===== src/sv/ccg_pkg.sv =====
// Shared types, constants and codes for the core count governor.
package ccg_pkg;

   localparam int CORES      = 4;
   localparam int MASK_W     = 4;
   localparam int LOAD_W     = 7;
   localparam int CNT_W      = 3;
   localparam int HOLD_W     = 6;
   localparam int TYPE_W     = 2;
   localparam int ACT_W      = 2;
   localparam int IDX_W      = 2;
   localparam int ITER_W     = 3;
   localparam int SUM_W      = LOAD_W + 2;
   localparam int CSR_IDX_W  = 3;
   localparam int CSR_DATA_W = 7;

   // floor(x / 3) == (x * 171) >> 9 for x < 512
   localparam int RECIP3       = 171;
   localparam int RECIP3_SHIFT = 9;
   localparam int PROD_W       = SUM_W + 8;

   localparam logic [TYPE_W-1:0] REQ_TICK    = 2'd0;
   localparam logic [TYPE_W-1:0] REQ_SUSPEND = 2'd1;
   localparam logic [TYPE_W-1:0] REQ_RESUME  = 2'd2;

   localparam logic [ACT_W-1:0] ACT_NONE = 2'd0;
   localparam logic [ACT_W-1:0] ACT_UP   = 2'd1;
   localparam logic [ACT_W-1:0] ACT_DOWN = 2'd2;

   localparam logic [CSR_IDX_W-1:0] CSR_ENABLED    = 3'd0;
   localparam logic [CSR_IDX_W-1:0] CSR_THRESHOLD  = 3'd1;
   localparam logic [CSR_IDX_W-1:0] CSR_MIN_CORES  = 3'd2;
   localparam logic [CSR_IDX_W-1:0] CSR_CORE_LIMIT = 3'd3;
   localparam logic [CSR_IDX_W-1:0] CSR_SCREENOFF  = 3'd4;
   localparam logic [CSR_IDX_W-1:0] CSR_DOWN_HOLD  = 3'd5;
   localparam logic [CSR_IDX_W-1:0] CSR_UP_HOLD    = 3'd6;

   localparam logic [LOAD_W-1:0] RST_THRESHOLD  = 7'd80;
   localparam logic [CNT_W-1:0]  RST_MIN_CORES  = 3'd2;
   localparam logic [CNT_W-1:0]  RST_CORE_LIMIT = 3'd4;
   localparam logic [CNT_W-1:0]  RST_SCREENOFF  = 3'd2;
   localparam logic [HOLD_W-1:0] RST_DOWN_HOLD  = 6'd6;
   localparam logic [HOLD_W-1:0] RST_UP_HOLD    = 6'd2;

   typedef struct packed {
      logic              enabled;
      logic [LOAD_W-1:0] load_threshold;
      logic [CNT_W-1:0]  min_cores;
      logic [CNT_W-1:0]  core_limit;
      logic [CNT_W-1:0]  screenoff_cores;
      logic [HOLD_W-1:0] down_hold_ticks;
      logic [HOLD_W-1:0] up_hold_ticks;
   } cfg_type;

   typedef enum logic [2:0] {
      ST_IDLE,
      ST_DISPATCH,
      ST_SUM,
      ST_DIVIDE,
      ST_DECIDE,
      ST_SHED,
      ST_RAISE,
      ST_PUBLISH
   } state_type;

   typedef enum logic [3:0] {
      OP_NOP,
      OP_START,
      OP_SUM,
      OP_DIVIDE,
      OP_DECIDE,
      OP_LOWER,
      OP_RAISE,
      OP_SUSPEND,
      OP_RESUME,
      OP_PUBLISH
   } op_type;

   typedef struct packed {
      logic ignore;
      logic is_tick;
      logic is_suspend;
      logic shed_more;
      logic raise_more;
   } dp_status_type;

endpackage


===== src/sv/cpu_core_count_governor.sv =====
// Core count governor top level: config registers, controller and datapath.
//
// Usage:
//   req_* : one transaction per tick (per-core load percents), suspend or resume
//           event. req_ready is high only while the block is idle.
//   rsp_* : exactly one result transaction per request: new online mask and
//           count, tick average, action taken and last core switched.
//   csr_* : register writes, always ready; write only while the block is idle.
// Sequence from accept to rsp_valid: ignored items go from dispatch straight to
//   publish; a tick passes sum, divide and decide; suspend and resume run a
//   shed/raise loop of one core per cycle (at most CORES steps). One item is in
//   work at a time; the next is taken the cycle after its result is loaded.
// The result sits in an output register; a stalled receiver holds it there and
//   the block keeps it until rsp_ready, only then loading the next one.
// Reset (synchronous): all cores online, hold counters zero, not suspended,
//   registers at their defaults with the governor disabled.
module cpu_core_count_governor import ccg_pkg::*; (
   input  logic                  clock,
   input  logic                  reset,
   input  logic                  req_valid,
   output logic                  req_ready,
   input  logic [TYPE_W-1:0]     req_type,
   input  logic [LOAD_W-1:0]     req_load_core0,
   input  logic [LOAD_W-1:0]     req_load_core1,
   input  logic [LOAD_W-1:0]     req_load_core2,
   input  logic [LOAD_W-1:0]     req_load_core3,
   output logic                  rsp_valid,
   input  logic                  rsp_ready,
   output logic [MASK_W-1:0]     rsp_online_mask,
   output logic [CNT_W-1:0]      rsp_online_count,
   output logic [LOAD_W-1:0]     rsp_average_load,
   output logic [ACT_W-1:0]      rsp_action,
   output logic [IDX_W-1:0]      rsp_last_core_changed,
   input  logic                  csr_valid,
   output logic                  csr_ready,
   input  logic [CSR_IDX_W-1:0]  csr_index,
   input  logic [CSR_DATA_W-1:0] csr_wdata
);

   cfg_type       cfg;
   dp_status_type status;
   op_type        op;

   ccg_csr u_csr (
      .clock     (clock),
      .reset     (reset),
      .csr_valid (csr_valid),
      .csr_ready (csr_ready),
      .csr_index (csr_index),
      .csr_wdata (csr_wdata),
      .cfg       (cfg)
   );

   ccg_ctrl u_ctrl (
      .clock     (clock),
      .reset     (reset),
      .req_valid (req_valid),
      .req_ready (req_ready),
      .rsp_valid (rsp_valid),
      .rsp_ready (rsp_ready),
      .status    (status),
      .op        (op)
   );

   ccg_datapath u_datapath (
      .clock                 (clock),
      .reset                 (reset),
      .op                    (op),
      .cfg                   (cfg),
      .req_type              (req_type),
      .req_load_core0        (req_load_core0),
      .req_load_core1        (req_load_core1),
      .req_load_core2        (req_load_core2),
      .req_load_core3        (req_load_core3),
      .status                (status),
      .rsp_online_mask       (rsp_online_mask),
      .rsp_online_count      (rsp_online_count),
      .rsp_average_load      (rsp_average_load),
      .rsp_action            (rsp_action),
      .rsp_last_core_changed (rsp_last_core_changed)
   );

endmodule


===== src/sv/ccg_csr.sv =====
// Configuration register file of the core count governor.
module ccg_csr import ccg_pkg::*; (
   input  logic                  clock,
   input  logic                  reset,
   input  logic                  csr_valid,
   output logic                  csr_ready,
   input  logic [CSR_IDX_W-1:0]  csr_index,
   input  logic [CSR_DATA_W-1:0] csr_wdata,
   output cfg_type               cfg
);

   cfg_type cfg_ff;
   cfg_type cfg_in;

   assign csr_ready = 1'b1;
   assign cfg       = cfg_ff;

   always_comb begin
      cfg_in = cfg_ff;
      if (csr_valid) begin
         case (csr_index)
            CSR_ENABLED:    cfg_in.enabled         = csr_wdata[0];
            CSR_THRESHOLD:  cfg_in.load_threshold  = csr_wdata[LOAD_W-1:0];
            CSR_MIN_CORES:  cfg_in.min_cores       = csr_wdata[CNT_W-1:0];
            CSR_CORE_LIMIT: cfg_in.core_limit      = csr_wdata[CNT_W-1:0];
            CSR_SCREENOFF:  cfg_in.screenoff_cores = csr_wdata[CNT_W-1:0];
            CSR_DOWN_HOLD:  cfg_in.down_hold_ticks = csr_wdata[HOLD_W-1:0];
            CSR_UP_HOLD:    cfg_in.up_hold_ticks   = csr_wdata[HOLD_W-1:0];
            default: ;
         endcase
      end
   end

   always_ff @(posedge clock) begin
      if (reset) begin
         cfg_ff.enabled         <= 1'b0;
         cfg_ff.load_threshold  <= RST_THRESHOLD;
         cfg_ff.min_cores       <= RST_MIN_CORES;
         cfg_ff.core_limit      <= RST_CORE_LIMIT;
         cfg_ff.screenoff_cores <= RST_SCREENOFF;
         cfg_ff.down_hold_ticks <= RST_DOWN_HOLD;
         cfg_ff.up_hold_ticks   <= RST_UP_HOLD;
      end else begin
         cfg_ff <= cfg_in;
      end
   end

endmodule


===== src/sv/ccg_datapath.sv =====
// Datapath: core set, hold counters, load sum, average and result register.
module ccg_datapath import ccg_pkg::*; (
   input  logic              clock,
   input  logic              reset,
   input  op_type            op,
   input  cfg_type           cfg,
   input  logic [TYPE_W-1:0] req_type,
   input  logic [LOAD_W-1:0] req_load_core0,
   input  logic [LOAD_W-1:0] req_load_core1,
   input  logic [LOAD_W-1:0] req_load_core2,
   input  logic [LOAD_W-1:0] req_load_core3,
   output dp_status_type     status,
   output logic [MASK_W-1:0] rsp_online_mask,
   output logic [CNT_W-1:0]  rsp_online_count,
   output logic [LOAD_W-1:0] rsp_average_load,
   output logic [ACT_W-1:0]  rsp_action,
   output logic [IDX_W-1:0]  rsp_last_core_changed
);

   function automatic logic [CNT_W-1:0] count_bits(input logic [MASK_W-1:0] b);
      logic [CNT_W-1:0] n;
      n = '0;
      for (int i = 0; i < CORES; i++) n = n + CNT_W'(b[i]);
      return n;
   endfunction

   logic [4*LOAD_W-1:0] req_loads;

   logic [TYPE_W-1:0] type_ff, type_in;
   logic [LOAD_W-1:0] load_ff [CORES];
   logic [LOAD_W-1:0] load_in [CORES];
   logic [MASK_W-1:0] core_bits_ff, core_bits_in;
   logic [HOLD_W-1:0] up_hold_ff, up_hold_in;
   logic [HOLD_W-1:0] down_hold_ff, down_hold_in;
   logic              susp_ff, susp_in;
   logic [SUM_W-1:0]  sum_ff, sum_in;
   logic [CNT_W-1:0]  n_ff, n_in;
   logic [LOAD_W-1:0] avg_ff, avg_in;
   logic [ACT_W-1:0]  action_ff, action_in;
   logic [IDX_W-1:0]  last_ff, last_in;
   logic [ITER_W-1:0] iter_ff, iter_in;
   logic              stop_ff, stop_in;
   logic [MASK_W-1:0] out_mask_ff, out_mask_in;
   logic [CNT_W-1:0]  out_count_ff, out_count_in;
   logic [LOAD_W-1:0] out_avg_ff, out_avg_in;
   logic [ACT_W-1:0]  out_action_ff, out_action_in;
   logic [IDX_W-1:0]  out_last_ff, out_last_in;

   logic [CNT_W-1:0]  cur_count;
   logic              raise_hit, lower_hit, raise_can, lower_can;
   logic [IDX_W-1:0]  raise_idx, lower_idx;
   logic [MASK_W-1:0] raised_bits, lowered_bits;
   logic [CNT_W-1:0]  shed_target, raise_target;
   logic [SUM_W-1:0]  sum_online;
   logic [PROD_W-1:0] prod3;
   logic [LOAD_W-1:0] quotient;
   logic              up_cond, down_cond;

   assign req_loads = {req_load_core3, req_load_core2, req_load_core1, req_load_core0};

   always_comb begin
      cur_count = count_bits(core_bits_ff);
      raise_hit = 1'b0;
      raise_idx = '0;
      for (int i = CORES - 1; i >= 0; i--) begin
         if (!core_bits_ff[i]) begin
            raise_hit = 1'b1;
            raise_idx = IDX_W'(i);
         end
      end
      lower_hit = 1'b0;
      lower_idx = '0;
      for (int i = 1; i < CORES; i++) begin
         if (core_bits_ff[i]) begin
            lower_hit = 1'b1;
            lower_idx = IDX_W'(i);
         end
      end
      raise_can    = (cur_count < cfg.core_limit) && raise_hit;
      lower_can    = (cur_count > cfg.min_cores) && lower_hit;
      raised_bits  = core_bits_ff | (MASK_W'(1) << raise_idx);
      lowered_bits = core_bits_ff & ~(MASK_W'(1) << lower_idx);
      shed_target  = (cfg.screenoff_cores > cfg.min_cores) ? cfg.screenoff_cores
                                                           : cfg.min_cores;
      raise_target = (cfg.core_limit < CNT_W'(CORES)) ? cfg.core_limit : CNT_W'(CORES);

      sum_online = '0;
      for (int i = 0; i < CORES; i++) begin
         if (core_bits_ff[i]) sum_online = sum_online + SUM_W'(load_ff[i]);
      end

      prod3 = PROD_W'(sum_ff) * PROD_W'(RECIP3);
      case (n_ff)
         3'd1:    quotient = LOAD_W'(sum_ff);
         3'd2:    quotient = LOAD_W'(sum_ff >> 1);
         3'd3:    quotient = LOAD_W'(prod3 >> RECIP3_SHIFT);
         3'd4:    quotient = LOAD_W'(sum_ff >> 2);
         default: quotient = '0;
      endcase

      up_cond   = ((avg_ff >= cfg.load_threshold) && (up_hold_ff >= cfg.up_hold_ticks))
                  || (n_ff < cfg.min_cores);
      down_cond = ((down_hold_ff >= cfg.down_hold_ticks) && (avg_ff <= cfg.load_threshold))
                  || (n_ff > cfg.core_limit);
   end

   always_comb begin
      status.ignore     = !cfg.enabled || (type_ff == REQ_TICK && susp_ff)
                          || (type_ff != REQ_TICK && type_ff != REQ_SUSPEND
                              && type_ff != REQ_RESUME);
      status.is_tick    = (type_ff == REQ_TICK);
      status.is_suspend = (type_ff == REQ_SUSPEND);
      status.shed_more  = (iter_ff < ITER_W'(CORES)) && (cur_count > shed_target) && !stop_ff;
      status.raise_more = (iter_ff < ITER_W'(CORES)) && (cur_count < raise_target) && !stop_ff;
   end

   always_comb begin
      type_in       = type_ff;
      load_in       = load_ff;
      core_bits_in  = core_bits_ff;
      up_hold_in    = up_hold_ff;
      down_hold_in  = down_hold_ff;
      susp_in       = susp_ff;
      sum_in        = sum_ff;
      n_in          = n_ff;
      avg_in        = avg_ff;
      action_in     = action_ff;
      last_in       = last_ff;
      iter_in       = iter_ff;
      stop_in       = stop_ff;
      out_mask_in   = out_mask_ff;
      out_count_in  = out_count_ff;
      out_avg_in    = out_avg_ff;
      out_action_in = out_action_ff;
      out_last_in   = out_last_ff;
      case (op)
         OP_START: begin
            type_in = req_type;
            for (int i = 0; i < CORES; i++) load_in[i] = req_loads[i*LOAD_W +: LOAD_W];
            avg_in    = '0;
            action_in = ACT_NONE;
            last_in   = '0;
            iter_in   = '0;
            stop_in   = 1'b0;
         end
         OP_SUM: begin
            if (down_hold_ff < cfg.down_hold_ticks) down_hold_in = down_hold_ff + HOLD_W'(1);
            if (up_hold_ff < cfg.up_hold_ticks) up_hold_in = up_hold_ff + HOLD_W'(1);
            sum_in = sum_online;
            n_in   = cur_count;
         end
         OP_DIVIDE: avg_in = quotient;
         OP_DECIDE: begin
            if (up_cond) begin
               up_hold_in   = '0;
               down_hold_in = '0;
               if (raise_can) begin
                  core_bits_in = raised_bits;
                  action_in    = ACT_UP;
                  last_in      = raise_idx;
               end
            end else if (down_cond) begin
               up_hold_in   = '0;
               down_hold_in = '0;
               if (lower_can) begin
                  core_bits_in = lowered_bits;
                  action_in    = ACT_DOWN;
                  last_in      = lower_idx;
               end
            end
         end
         OP_LOWER: begin
            up_hold_in   = '0;
            down_hold_in = '0;
            iter_in      = iter_ff + ITER_W'(1);
            if (lower_can) begin
               core_bits_in = lowered_bits;
               action_in    = ACT_DOWN;
               last_in      = lower_idx;
            end else begin
               stop_in = 1'b1;
            end
         end
         OP_RAISE: begin
            up_hold_in   = '0;
            down_hold_in = '0;
            iter_in      = iter_ff + ITER_W'(1);
            if (raise_can) begin
               core_bits_in = raised_bits;
               action_in    = ACT_UP;
               last_in      = raise_idx;
            end else begin
               stop_in = 1'b1;
            end
         end
         OP_SUSPEND: susp_in = 1'b1;
         OP_RESUME:  susp_in = 1'b0;
         OP_PUBLISH: begin
            out_mask_in   = core_bits_ff;
            out_count_in  = cur_count;
            out_avg_in    = avg_ff;
            out_action_in = action_ff;
            out_last_in   = last_ff;
         end
         default: ;
      endcase
   end

   always_ff @(posedge clock) begin
      if (reset) begin
         core_bits_ff <= MASK_W'((1 << CORES) - 1);
         up_hold_ff   <= '0;
         down_hold_ff <= '0;
         susp_ff      <= 1'b0;
         iter_ff      <= '0;
         stop_ff      <= 1'b0;
      end else begin
         core_bits_ff <= core_bits_in;
         up_hold_ff   <= up_hold_in;
         down_hold_ff <= down_hold_in;
         susp_ff      <= susp_in;
         iter_ff      <= iter_in;
         stop_ff      <= stop_in;
      end
   end

   always_ff @(posedge clock) begin
      type_ff       <= type_in;
      load_ff       <= load_in;
      sum_ff        <= sum_in;
      n_ff          <= n_in;
      avg_ff        <= avg_in;
      action_ff     <= action_in;
      last_ff       <= last_in;
      out_mask_ff   <= out_mask_in;
      out_count_ff  <= out_count_in;
      out_avg_ff    <= out_avg_in;
      out_action_ff <= out_action_in;
      out_last_ff   <= out_last_in;
   end

   assign rsp_online_mask       = out_mask_ff;
   assign rsp_online_count      = out_count_ff;
   assign rsp_average_load      = out_avg_ff;
   assign rsp_action            = out_action_ff;
   assign rsp_last_core_changed = out_last_ff;

   a_core0_online: assert property (@(posedge clock) disable iff (reset)
      core_bits_ff[0])
      else $error("core 0 went offline");

   a_iter_bound: assert property (@(posedge clock) disable iff (reset)
      iter_ff <= ITER_W'(CORES))
      else $error("shed/raise loop ran past core count");

   a_one_core_per_step: assert property (@(posedge clock) disable iff (reset)
      $countones(core_bits_in ^ core_bits_ff) <= 1)
      else $error("more than one core switched in one step");

endmodule


===== src/sv/ccg_ctrl.sv =====
// Controller state machine sequencing the governor datapath.
module ccg_ctrl import ccg_pkg::*; (
   input  logic          clock,
   input  logic          reset,
   input  logic          req_valid,
   output logic          req_ready,
   output logic          rsp_valid,
   input  logic          rsp_ready,
   input  dp_status_type status,
   output op_type        op
);

   state_type state_ff, state_in;
   logic      rsp_valid_ff, rsp_valid_in;
   logic      out_free;

   assign out_free  = !rsp_valid_ff || rsp_ready;
   assign rsp_valid = rsp_valid_ff;

   always_comb begin
      state_in = state_ff;
      case (state_ff)
         ST_IDLE:     if (req_valid) state_in = ST_DISPATCH;
         ST_DISPATCH: begin
            if (status.ignore)          state_in = ST_PUBLISH;
            else if (status.is_tick)    state_in = ST_SUM;
            else if (status.is_suspend) state_in = ST_SHED;
            else                        state_in = ST_RAISE;
         end
         ST_SUM:      state_in = ST_DIVIDE;
         ST_DIVIDE:   state_in = ST_DECIDE;
         ST_DECIDE:   state_in = ST_PUBLISH;
         ST_SHED:     if (!status.shed_more) state_in = ST_PUBLISH;
         ST_RAISE:    if (!status.raise_more) state_in = ST_PUBLISH;
         ST_PUBLISH:  if (out_free) state_in = ST_IDLE;
         default:     state_in = ST_IDLE;
      endcase
   end

   always_comb begin
      req_ready = 1'b0;
      op        = OP_NOP;
      case (state_ff)
         ST_IDLE: begin
            req_ready = 1'b1;
            if (req_valid) op = OP_START;
         end
         ST_SUM:     op = OP_SUM;
         ST_DIVIDE:  op = OP_DIVIDE;
         ST_DECIDE:  op = OP_DECIDE;
         ST_SHED:    op = status.shed_more ? OP_LOWER : OP_SUSPEND;
         ST_RAISE:   op = status.raise_more ? OP_RAISE : OP_RESUME;
         ST_PUBLISH: if (out_free) op = OP_PUBLISH;
         default:    op = OP_NOP;
      endcase
   end

   always_comb begin
      if (op == OP_PUBLISH) rsp_valid_in = 1'b1;
      else if (rsp_ready)   rsp_valid_in = 1'b0;
      else                  rsp_valid_in = rsp_valid_ff;
   end

   always_ff @(posedge clock) begin
      if (reset) begin
         state_ff     <= ST_IDLE;
         rsp_valid_ff <= 1'b0;
      end else begin
         state_ff     <= state_in;
         rsp_valid_ff <= rsp_valid_in;
      end
   end

   a_one_in_flight: assert property (@(posedge clock) disable iff (reset)
      req_valid && req_ready |=> !req_ready)
      else $error("second transaction accepted while busy");

   a_no_overwrite: assert property (@(posedge clock) disable iff (reset)
      op == OP_PUBLISH |-> out_free)
      else $error("result register overwritten before taken");

   a_publish_shows: assert property (@(posedge clock) disable iff (reset)
      op == OP_PUBLISH |=> rsp_valid_ff)
      else $error("published result not presented");

endmodule


===== config.mk =====
export PLATFORM = sky130hd
export DESIGN_NAME = cpu_core_count_governor
export DESIGN_NICKNAME = d
export VERILOG_FILES = /design/src/sv/ccg_pkg.sv /design/src/sv/cpu_core_count_governor.sv /design/src/sv/ccg_csr.sv /design/src/sv/ccg_datapath.sv /design/src/sv/ccg_ctrl.sv
export SDC_FILE = /design/constraint.sdc
export NUM_CORES = 1
export LEC_CHECK = 0
export ABC_AREA = 1
export BUFFER_PORTS_ARGS = -buffer_cell sky130_fd_sc_hd__buf_2
export CAP_MARGIN = 5
export CORE_UTILIZATION = 55
export CTS_CLUSTER_DIAMETER = 30
export CTS_CLUSTER_SIZE = 24
export DETAILED_ROUTE_END_ITERATION = 6
export GPL_TIMING_DRIVEN = 0
export PLACE_DENSITY_LB_ADDON = 0.08
export SLEW_MARGIN = 30
export SYNTH_ARGS = -nofsm -noshare
export SYNTH_HDL_FRONTEND = slang
export SYNTH_SLANG_ARGS = --single-unit

===== constraint.sdc =====
create_clock -name clock -period 4 [get_ports clock]
set_clock_uncertainty 0.15 [all_clocks]
set_input_delay 0.2 -clock clock [delete_from_list [all_inputs] [get_ports clock]]
set_output_delay 0.2 -clock clock [all_outputs]
set_load 0.05 [all_outputs]

* Yosys cells after proc, flatten, opt, wreduce, memory -nomap -nowiden
Cells that the tools add are included. Widths: inputs -> output; s select.
Word-level totals: output and inout port bits 21, input bits 45, logic and storage cells 207, bits in registers 125
Operators by class: $lt $le $gt $ge 15, add/subtract/negate cells 9, multipliers 1, reduce and logical (&&, ||, !) cells 45, shifts and indexed selects 2, eq/ne operators 38, multiplexer cells 64, bitwise gates (word level) 3
Operators with widths (count):
- $pmux 6 s3 | 2
- $mux 2 | 16
- $pmux 4 s7 | 1
- $pmux 7 s4 | 1
- $mux 9 | 3
- $eq 3x3->1 const B | 8
- $mux 3 | 8
- $mux 4 | 6
- $mux 6 | 4
- $pmux 3 s8 | 1
- $add 9x7->9 | 2
- $eq 3x2->1 const B | 6
- $reduce_and 2->1 | 9
- $eq 4x3->1 const B | 4
- $mul 9x8->16 const B | 1
- $pmux 2 s4 | 2
- $mux 1 | 14
- $pmux 7 s2 | 1
- $add 6x1->6 const B | 2
- $ge 6x6->1 | 2
- $gt 3x3->1 | 4
- $lt 6x6->1 | 2
- $ne 2x2->1 const B | 6
- $pmux 4 s3 | 1
- 34 further kinds | 71

* Depth between registers and ports, before layout
Gate-level depths: netlist of the first run.
word-level depth 12, depth in mapped cells 30, depth with buffers taken out 29

* By module
A second synthesis of the first run with hierarchy kept.
Unflattened totals: cell total of the unflattened synthesis 1186, area total of the unflattened synthesis 9196.3 um^2
Modules (own cells, without submodules):
- ccg_datapath | area an instance 7654.8 um^2, instances 1, cells each 951, sequential area each 2552.4 um^2
- ccg_csr | area an instance 1197.4 um^2, instances 1, cells each 177, sequential area each 580.6 um^2
- ccg_ctrl | area an instance 344.1 um^2, instances 1, cells each 58, sequential area each 80.1 um^2

* Worst setup path after synthesis of the first run
OpenSTA, ideal clock, no wires.
path type register -> register, start reg u_datapath.core_bits_ff[0], end reg u_datapath.sum_ff[8], data pin, stages on the path, launching flop included 24, setup time 257 ps, buffers on the path 1, arrival time 3672 ps, period minus slack after synthesis 4079 ps, data required time 3593 ps, setup slack -79 ps, path through dfxtp_1 -> buf_2 -> nand2_1 -> inv_1 -> ha_1 -> inv_1 -> fa_1 -> o21ai_0 -> o22ai_1 -> ha_1 -> inv_1 -> o21bai_1 -> xnor2_1 -> o21ai_0 -> ha_1 -> inv_1 -> o31ai_1 -> a21oi_1 -> o21bai_1 -> inv_1 -> nor2_1 -> o21ai_0 -> o211ai_1 -> nand2_1
On the way: word-level cells in the longest chain between the ends 7
RTL lines:
- start, declared | RTL line ccg_datapath.sv:32 | logic [MASK_W-1:0] core_bits_ff, core_bits_in;
- start signal, assigned | RTL line ccg_datapath.sv:211 | core_bits_ff <= MASK_W'((1 << CORES) - 1);
- start signal, assigned | RTL line ccg_datapath.sv:218 | core_bits_ff <= core_bits_in;
- $mux 7 (*) | RTL line ccg_datapath.sv:89 | if (core_bits_ff[i]) sum_online = sum_online + SUM_W'(load_ff[i]);
- $add 7x7->8 | RTL line ccg_datapath.sv:89
- $mux 9 (*) | RTL line ccg_datapath.sv:89
- $add 9x7->9 | RTL line ccg_datapath.sv:89
- $mux 9 (*) | RTL line ccg_datapath.sv:89
- $add 9x7->9 | RTL line ccg_datapath.sv:89
- $mux 9 (*) | RTL line ccg_datapath.sv:89
- named net u_datapath.sum_online[8] | RTL line ccg_datapath.sv:54 | logic [SUM_W-1:0] sum_online;
- end signal, assigned | RTL line ccg_datapath.sv:230 | sum_ff <= sum_in;
- end, declared | RTL line ccg_datapath.sv:36 | logic [SUM_W-1:0] sum_ff, sum_in;
The timed path passes the listed nets; every way through them passes the cells marked *. A chain may end at the register's enable or synchronous reset.

* Final worst setup path of the first run
start reg u_datapath.core_bits_ff[0], end reg u_datapath.sum_ff[7], data pin
Same word-level chain as after synthesis.

==> results of run 1 <==
## critical path, stage by stage, from the launching register on
cell	delay [ns]
dfxtp_4	0.35
buf_8	0.12
nand2_4	0.05
inv_2	0.04
ha_4	0.15
inv_2	0.05
fa_2	0.43
o21ai_4	0.19
inv_2	0.06
fa_2	0.35
xor2_1	0.16
o21ai_1	0.18
ha_1	0.30
buf_4	0.15
nand3_1	0.08
nand2_1	0.10
nand2_2	0.09
nand2_1	0.08
a21oi_2	0.25
nor2_4	0.05
o21ai_1	0.17
nand2_1	0.07
nand2_1	0.08
nand3_1	0.08
nand2_1	0.07
inv_1	0.04
## logic make-up (layout without fill, tap and decap cells)
group	count (synthesis)	count (layout)	synth area share (%)
AO/OA/AOI/OAI	212	212	13.8
XOR/XNOR	20	20	2.03
adder cells (fa/ha/maj)	120	120	19.0
buffers and inverters	212	402	9.69
flip-flops	125	125	37.3
other	1	1	0.0436
AND/OR/NAND/NOR	356	356	18.1
## metrics by stage
stage	setup slack, ns	utilization, %	cells	hold slack (ns)
2_1_floorplan	0.0255	-	1046	0.149
3_3_place_gp	-0.604	60.3	1320	0.227
3_5_place_dp	-0.699	60.7	1323	0.228
4_1_cts	-0.0745	70.2	1431	0.0497
5_1_grt	-0.338	72.3	1447	0.0813
6_report	-0.158	72.3	1447	0.0538
## synthesized netlist by cell type (7+ instances only)
library cell    n
nand4_1        18
xnor2_1         7
o211ai_1       14
a21oi_1        87
nor3_1          9
inv_1         188
o21ai_0        67
o21ai_1        10
o22ai_1         9
edfxtp_1       71
clkbuf_1       10
xor2_1         13
nor2_1         87
dfxtp_1        54
nand3_1        52
nand2_1       168
ha_1          102
fa_1           18
## state kept, by name (all words and copies together), names as in the netlist, 2 cells and up
register,flops
u_datapath.action_ff,2
u_datapath.rsp_online_mask,4
u_datapath.down_hold_ff,6
u_datapath.rsp_action,2
u_datapath.avg_ff,7
u_datapath.type_ff,2
u_datapath.rsp_last_core_changed,2
u_csr.cfg,29
u_datapath.core_bits_ff,4
u_datapath.n_ff,3
u_datapath.sum_ff,9
u_datapath.up_hold_ff,6
u_ctrl.state_ff,3
u_datapath.load_ff,28
u_datapath.iter_ff,3
u_datapath.last_ff,2
u_datapath.rsp_average_load,7
u_datapath.rsp_online_count,3
## layout by cell type (no fill, tap or decap), types with 16 or more instances in the layout
master         instances
inv_1                174
nand4_1               18
nand2_1              160
fa_1                  16
nand3_1               49
dlygate4sd3_1         41
o21ai_0               55
dfxtp_1               53
nor2_1                81
clkbuf_16             17
buf_2                 67
edfxtp_1              71
buf_4                 54
ha_1                  88
a21oi_1               74
## layout make-up
class / instances / area, um2
flip-flops and latches: 125 / 3220
fillers: 1163 / 4220
inverters: 192 / 721
multi-input cells: 709 / 4990
plain buffers: 20 / 126
well taps: 211 / 264
repair buffers: 158 / 1160
clock buffers: 17 / 425
clock inverters: 15 / 140
## what timing repair did
| action | CTS | global route |
|---|---|---|
| pin swaps | 25 | 53 |
| endpoints found under the setup margin | 11 | 20 |
| gates resized for setup | 53 | 57 |
| endpoints found under the hold margin | 52 | 0 |
| cloned | 0 | 0 |
| setup buffers | 35 | 16 |
| hold buffers | 41 | 0 |
## per-layer routing
metal / track usage (%) / vias up / routed length, um
met5: 0 / - / 0
met4: 9.24 / 0 / 374
met3: 5.03 / 32 / 1010
met2: 44.7 / 201 / 10200
met1: 37.0 / 3499 / 10100
li1: - / 3852 / -
## how the worst max path moves through the flow
stage,start,to,slack (ns),cells past startpoint
floorplan,u_datapath.core_bits_ff[0],u_datapath.sum_ff[8],0.03,23
global placement,u_datapath.core_bits_ff[0],u_datapath.sum_ff[8],-0.60,28
detailed placement,u_datapath.core_bits_ff[0],u_datapath.sum_ff[8],-0.70,28
CTS,u_datapath.core_bits_ff[0],u_datapath.sum_ff[8],-0.07,25
global route,u_datapath.core_bits_ff[0],u_datapath.sum_ff[7],-0.34,27
finish,u_datapath.core_bits_ff[0],u_datapath.sum_ff[7],-0.16,25
==> results.cfg, run 1 <==
[detailed_routing]
vias = 7584
wl_per_cell_um = 15.0
drc = 0
avgViaCountPerCell = 5.24
wirelength_um = 21700
drtIter0Drc = 597
drtPass1Iterations = 5
ant_nets = 0

[cts]
clock-root-buffer = clkbuf_16
cts_inserted_buffers = 17
insertion_delay_ns = 0.43
cts_tree = done
cts.clk_slew.worst_paths_ns = 0.06
cts_sinks = 125
cts_max_path_buffers = 2
htree_levels = 4

[synthesis]
synth.area.top_cells = edfxtp_1 25%, ha_1 15%, dfxtp_1 13%
synthCells = 1046
yosysTopAreaCellShare_pct = 24.8
synth_seq_cells = 125
async_flop_share_pct = 0
syn_area_mm2 = 0.00861
yosys_warnings = 0
yosys.area.top_type = edfxtp_1
synth_nets = 1211
synth_edf_count = 71
syn_area_per_cell_um2 = 8.23
ys_types = 44
synthFlopType = edfxtp_1
ys_seq_area_share_pct = 37.3

[sta]
relSlewSlack_pct = 54.7
period_share_pct = 104
fin_ws_ns = -0.158
setup_viol = 8
final_hold_viol_count = 0
worst_pin_slew_ns = 0.679
tns_ns = -0.478
grt_setup_unrepaired = true
fmax_ghz = 0.241
period_needed_ns = 4.16
final-max-slew-violation-count = 0

[critical_path]
r2r_start = u_datapath.core_bits_ff[0]
worst_r2r_endpoint = u_datapath.sum_ff[7]
cp-end-kind = flip-flop
required_ns = 4.04
reg2reg_depth = 25
critPathKind = flip-flop to flip-flop
reg2reg_setup_slack_ns = -0.16
arrival_ns = 4.19
startpoint_type = flip-flop
critPathMaxFanout = 4

[die]
die_h_um = 127
dieArea_mm2 = 0.0162
io_pins = 66
start_util_pct = 56.4
core_area_mm2 = 0.0153
rows = 45
die_width_um = 127

[min_path]
whs_endpoint = u_ctrl.state_ff[2]
hp-start = req_valid
holdPathStages = 5
worstHoldPathType = input port to flip-flop

[final_layout]
final_nets = 1388
postLayoutCellArea_mm2 = 0.0110
n_antenna_cell = 0
drive_above_1_share_pct = 20.7
synthToLayoutAreaGrowth_pct = 28.2

[placement]
dpl_cell_area_mm2 = 0.00926
port_buffers = 63
place_congestion = 0.904
post-dp-hpwl_um = 14600

[global_routing]
grt_antenna_before_repair = 0
track_usage_pct = 27.4
grt_pass1_wl_um = 34300
overflow = 0
grt_max_degree = 24
first_global_vias = 7061

[flow_run]
cap_viol_max_count = 0

[status]
status = finished with violations
violations = negative setup slack
Power of run 1 is not shown: default switching activity piles up to over one toggle a cycle in this logic, so the estimate is an artifact.
==> run 2, diff against run 1 <==
--- a/config.mk
+++ b/config.mk
@@ -8,7 +8,9 @@
 export ABC_AREA = 1
 export BUFFER_PORTS_ARGS = -buffer_cell sky130_fd_sc_hd__buf_2
 export CAP_MARGIN = 5
-export CORE_UTILIZATION = 55
+export CELL_PAD_IN_SITES_DETAIL_PLACEMENT = 0
+export CELL_PAD_IN_SITES_GLOBAL_PLACEMENT = 2
+export CORE_UTILIZATION = 34
 export CTS_CLUSTER_DIAMETER = 30
 export CTS_CLUSTER_SIZE = 24
 export DETAILED_ROUTE_END_ITERATION = 6
==> run 2 against run 1 <==
  * Largest cell class unchanged
  * Routed wire length up 5.2%
  * Critical endpoint is now u_datapath.sum_ff[8]
  * The run still ends with negative setup slack left
  * Cell area up 1.5%
  * Die area up 61%
  * Sequential share of layout area down 0.40 points
  * Final cell count up 7.3%
==> results.cfg, run 2 (synthesized netlist as in run 1, its figures left out) <==
[min_path]
holdPathStages = 5
worstHoldPathType = input port to flip-flop

[sta]
period_needed_ns = 4.04
final-max-slew-violation-count = 0
grt_setup_unrepaired = true
worst_pin_slew_ns = 0.819
period_share_pct = 101
relSlewSlack_pct = 45.4
fmax_ghz = 0.248
setup_viol = 2
fin_ws_ns = -0.0371
final_hold_viol_count = 0

[global_routing]
grt_antenna_before_repair = 0
first_global_vias = 6972
grt_max_degree = 26
grt_pass1_wl_um = 36700
overflow = 0
track_usage_pct = 18.1

[final_layout]
mostFrequentLayoutCells = 171 x inv_1, 152 x nand2_1, 89 x ha_1, 80 x nor2_1, 71 x edfxtp_1
final_nets = 1381
fill_cells = 2485
mostFrequentLayoutCell = inv_1
n_antenna_cell = 0
regArea_mm2 = 0.00322
largest_register_ffs = 29
drive_above_1_share_pct = 22.5
synthToLayoutAreaGrowth_pct = 30.1
multi_input_area_mm2 = 0.00508

[critical_path]
reg2reg_setup_slack_ns = -0.04
crit_end = u_datapath.sum_ff[8]
required_ns = 4.01
r2r_start = u_datapath.core_bits_ff[0]
critPathKind = flip-flop to flip-flop
startpoint_type = flip-flop
arrival_ns = 4.04
worst_r2r_endpoint = u_datapath.sum_ff[8]
cp-end-kind = flip-flop
reg2reg_depth = 27
critPathMaxFanout = 4
startpoint = u_datapath.core_bits_ff[0]

[placement]
port_buffers = 63
post-dp-hpwl_um = 16900
place_congestion = 0.775
dp_slack_ns = -0.755

[cts]
htree_levels = 4
clock-root-buffer = clkbuf_16
cts_max_path_buffers = 2
cts_sinks = 125
cts_inserted_buffers = 17
cts_tree = done
insertion_delay_ns = 0.42
cts.clk_slew.worst_paths_ns = 0.06

[detailed_routing]
ant_nets = 0
drc = 0
drtIter0Drc = 347
drtPass1Iterations = 5
vias = 7259
avgViaCountPerCell = 4.67
wl_per_cell_um = 14.7
wirelength_um = 22800

[flow_run]
cap_viol_max_count = 0

[die]
die_h_um = 161
start_util_pct = 35.0
core_area_mm2 = 0.0246
die_width_um = 161
io_pins = 66
dieArea_mm2 = 0.0260
rows = 57

[status]
violations = negative setup slack
status = finished with violations
[run 2: cell types whose count changed in the layout (fill, tap and decap cells not counted), sizes merged]
cell / previous run / this run
clkbuf: 26 / 29
clkinvlp: 3 / 1
bufinv: 1 / 0
inv: 192 / 193
clkinv: 11 / 10
buf: 128 / 121
[run 2: worst min path at each step]
stage,slack (ns),startpoint,to
global route,0.09,csr_index[1],u_csr.cfg[28]
global placement,0.23,req_type[0],u_datapath.type_ff[0]
finish,0.07,req_valid,u_ctrl.state_ff[2]
detailed placement,0.23,req_load_core1[3],u_datapath.load_ff[17]
floorplan,0.15,req_load_core3[0],u_datapath.load_ff[0]
CTS,0.07,req_valid,u_ctrl.state_ff[2]
[run 2: per-layer routing]
metal / up-vias / GRT usage (%) / share of wire, % / wire (um)
met5: - / 0 / 0 / 0
met4: 0 / 3.73 / 0.99 / 226
met3: 15 / 2.80 / 2.5 / 568
met2: 113 / 28.0 / 43 / 9870
met1: 3292 / 26.7 / 53 / 12100
li1: 3839 / - / - / -
[run 2: final cells by class]
class	instances	area share (%)
multi-input cells	709	45.3
repair buffers	151	9.91
plain buffers	20	1.09
clock buffers	20	4.10
clock inverters	12	0.759
inverters	192	6.46
flip-flops and latches	125	28.7
well taps	324	3.62
[run 2: worst max-delay path, cell delays in order, from the launching register on]
cell and delay [ns]:
dfxtp_4 0.34, buf_6 0.11, nand2_4 0.05, inv_2 0.06, ha_4 0.12, inv_2 0.04
fa_2 0.52, o21ai_2 0.06, buf_4 0.13, buf_4 0.12, buf_4 0.12, buf_4 0.12
buf_4 0.12, buf_4 0.12, buf_4 0.12, nand2_1 0.06, o21ai_2 0.09, fa_1 0.41
inv_1 0.13, o31ai_4 0.09, a21oi_2 0.22, o21bai_4 0.08, inv_2 0.05, nor2_2 0.04
o21ai_2 0.14, inv_1 0.06, nand3_1 0.07, nand2_1 0.06
[run 2: what timing repair did]
action                                 CTS  global route
setup endpoints to repair               14            17
hold buffers                            41             0
setup buffers                           34            12
gates resized for setup                 63            80
pin swaps                               35            63
endpoints found under the hold margin   52             0
[run 2: per-stage QoR]
stage	area, um2	TNS (ns)	cells	hold WS [ns]	util, %
2_1_floorplan	8620	0	1046	0.149	-
6_report	11200	-0.0438	1553	0.0693	45.5
5_1_grt	11200	-0.849	1553	0.0941	45.5
3_3_place_gp	9340	-5.33	1433	0.227	37.9
3_5_place_dp	9390	-4.20	1435	0.228	38.2
4_1_cts	10800	-0.155	1542	0.0689	44.0
Power of run 2 is left out for the same reason.
==> run 3, diff against run 2 <==
--- a/config.mk
+++ b/config.mk
@@ -15,8 +15,7 @@
 export CTS_CLUSTER_SIZE = 24
 export DETAILED_ROUTE_END_ITERATION = 6
 export GPL_TIMING_DRIVEN = 0
-export PLACE_DENSITY_LB_ADDON = 0.08
-export SLEW_MARGIN = 30
+export PLACE_DENSITY = 0.86
 export SYNTH_ARGS = -nofsm -noshare
 export SYNTH_HDL_FRONTEND = slang
 export SYNTH_SLANG_ARGS = --single-unit
==> run 3 against run 2 <==
  * Clock-buffer cell count increased by 2
  * Fmax rose by 0.54%
  * Register-to-register slack better by 0.02 ns
  * Sequential share of layout area fell by 0.26 points
  * Via count rose by 2.1%
  * The flow still finishes with violations (negative setup slack)
  * Largest cell class unchanged
  * Critical path depth down 2
  * First-iteration DRC count shrank 2.9%
  * Routed wire length shrank 2.3%
  * Die area unchanged
==> results.cfg, run 3 (synthesized netlist as in run 1, its figures left out) <==
[cts]
clock-root-buffer = clkbuf_16
cts.clk_slew.worst_paths_ns = 0.06
cts_tree = done
cts_sinks = 125
cts_max_path_buffers = 2
htree_levels = 4
insertion_delay_ns = 0.42
cts_inserted_buffers = 17

[critical_path]
arrival_ns = 4.04
critPathMaxFanout = 4
cp-end-kind = flip-flop
worst_r2r_endpoint = u_datapath.sum_ff[7]
required_ns = 4.02
critPathKind = flip-flop to flip-flop
reg2reg_depth = 25
reg2reg_setup_slack_ns = -0.02
r2r_start = u_datapath.core_bits_ff[0]
startpoint_type = flip-flop

[flow_run]
cap_viol_max_count = 0

[die]
rows = 57
core_area_mm2 = 0.0246
io_pins = 66
start_util_pct = 35.0
dieArea_mm2 = 0.0260
die_h_um = 161
die_width_um = 161

[final_layout]
mostFrequentLayoutCell = inv_1
final_nets = 1384
mostFrequentLayoutCells = 172 x inv_1, 153 x nand2_1, 86 x ha_1, 82 x nor2_1, 73 x a21oi_1
synthToLayoutAreaGrowth_pct = 31.3
postLayoutCoreUtil_pct = 45.9
drive_above_1_share_pct = 21.9
largest_register_ffs = 29
fill_cells = 2360
n_antenna_cell = 0

[sta]
fin_ws_ns = -0.0153
setup_viol = 2
final-max-slew-violation-count = 0
finalHoldWorstSlack_ns = 0.0538
relSlewSlack_pct = 38.0
tns_ns = -0.0162
worst_pin_slew_ns = 0.928
final_hold_viol_count = 0
period_share_pct = 100
period_needed_ns = 4.02
fmax_ghz = 0.249
grt_setup_unrepaired = true

[placement]
dp_slack_ns = -0.691
port_buffers = 63
place_congestion = 0.805
post-dp-hpwl_um = 16000

[detailed_routing]
vias = 7414
drc = 0
drtIter0Drc = 337
ant_nets = 0
drtPass1Iterations = 5
wl_per_cell_um = 14.3
avgViaCountPerCell = 4.76
wirelength_um = 22300

[min_path]
worstHoldPathType = input port to flip-flop
holdPathStages = 5
hp-start = req_valid
whs_endpoint = u_ctrl.state_ff[2]

[global_routing]
overflow = 0
track_usage_pct = 17.4
grt_max_degree = 33
first_global_vias = 7189
grt_antenna_before_repair = 0
grt_pass1_wl_um = 35700

[status]
status = finished with violations
violations = negative setup slack
## run 3: critical path: stages (launching register included)
cell and delay (ns):
dfxtp_4 0.34, buf_8 0.12, nand2_4 0.05, inv_2 0.04, ha_4 0.15, inv_2 0.05, fa_2 0.45, o21ai_4 0.20
inv_2 0.06, fa_2 0.38, xor2_2 0.18, o21ai_2 0.18, ha_4 0.24, buf_4 0.14, nand3_2 0.07, nand2_2 0.06
nand2_2 0.09, nand2_2 0.07, a21oi_2 0.22, nor2_4 0.06, o21ai_2 0.13, nand2_1 0.07, nand2_1 0.07, nand3_1 0.08
nand2_1 0.07, inv_1 0.04
## run 3: worst max path at each step
stage	startpoint	end	slack, ns	cells after the start
floorplan	u_datapath.core_bits_ff[0]	u_datapath.sum_ff[8]	0.03	23
global placement	u_datapath.core_bits_ff[0]	u_datapath.sum_ff[8]	-0.76	28
detailed placement	u_datapath.core_bits_ff[0]	u_datapath.sum_ff[8]	-0.69	28
CTS	u_datapath.core_bits_ff[0]	u_datapath.sum_ff[8]	-0.06	25
global route	u_datapath.core_bits_ff[0]	u_datapath.sum_ff[7]	-0.23	25
finish	u_datapath.core_bits_ff[0]	u_datapath.sum_ff[7]	-0.02	25
## run 3: final cells by class
cell class / instances / area (um2) / share of cell area, %
plain buffers: 20 / 126 / 1.12
clock inverters: 10 / 149 / 1.32
repair buffers: 154 / 1130 / 9.97
flip-flops and latches: 125 / 3220 / 28.5
multi-input cells: 709 / 5050 / 44.7
well taps: 324 / 405 / 3.59
clock buffers: 22 / 498 / 4.41
inverters: 192 / 726 / 6.42
## run 3: metal layers
layer,wire length [um],vias to the layer above,GRT usage [%],share of wire (%)
li1,-,3854,-,-
met1,11000,3428,23.4,49
met2,10400,116,28.9,47
met3,663,16,2.82,3.0
met4,257,0,4.72,1.2
met5,0,-,0,0
## run 3: stage by stage
step | std cells | area (um2)
after floorplan | 1046 | 8620
after global placement | 1433 | 9340
after detailed placement | 1435 | 9380
after CTS | 1541 | 10900
after global routing | 1556 | 11300
final | 1556 | 11300
## run 3: repair_timing
item                                    4_1_cts  5_1_grt
hold buffers                                 41        0
buffers inserted                             33       15
hold endpoints to repair                     49        0
pin swaps                                    33       60
endpoints found under the setup margin       13       19
resized for setup                            54       76
Power of run 3 is left out for the same reason.
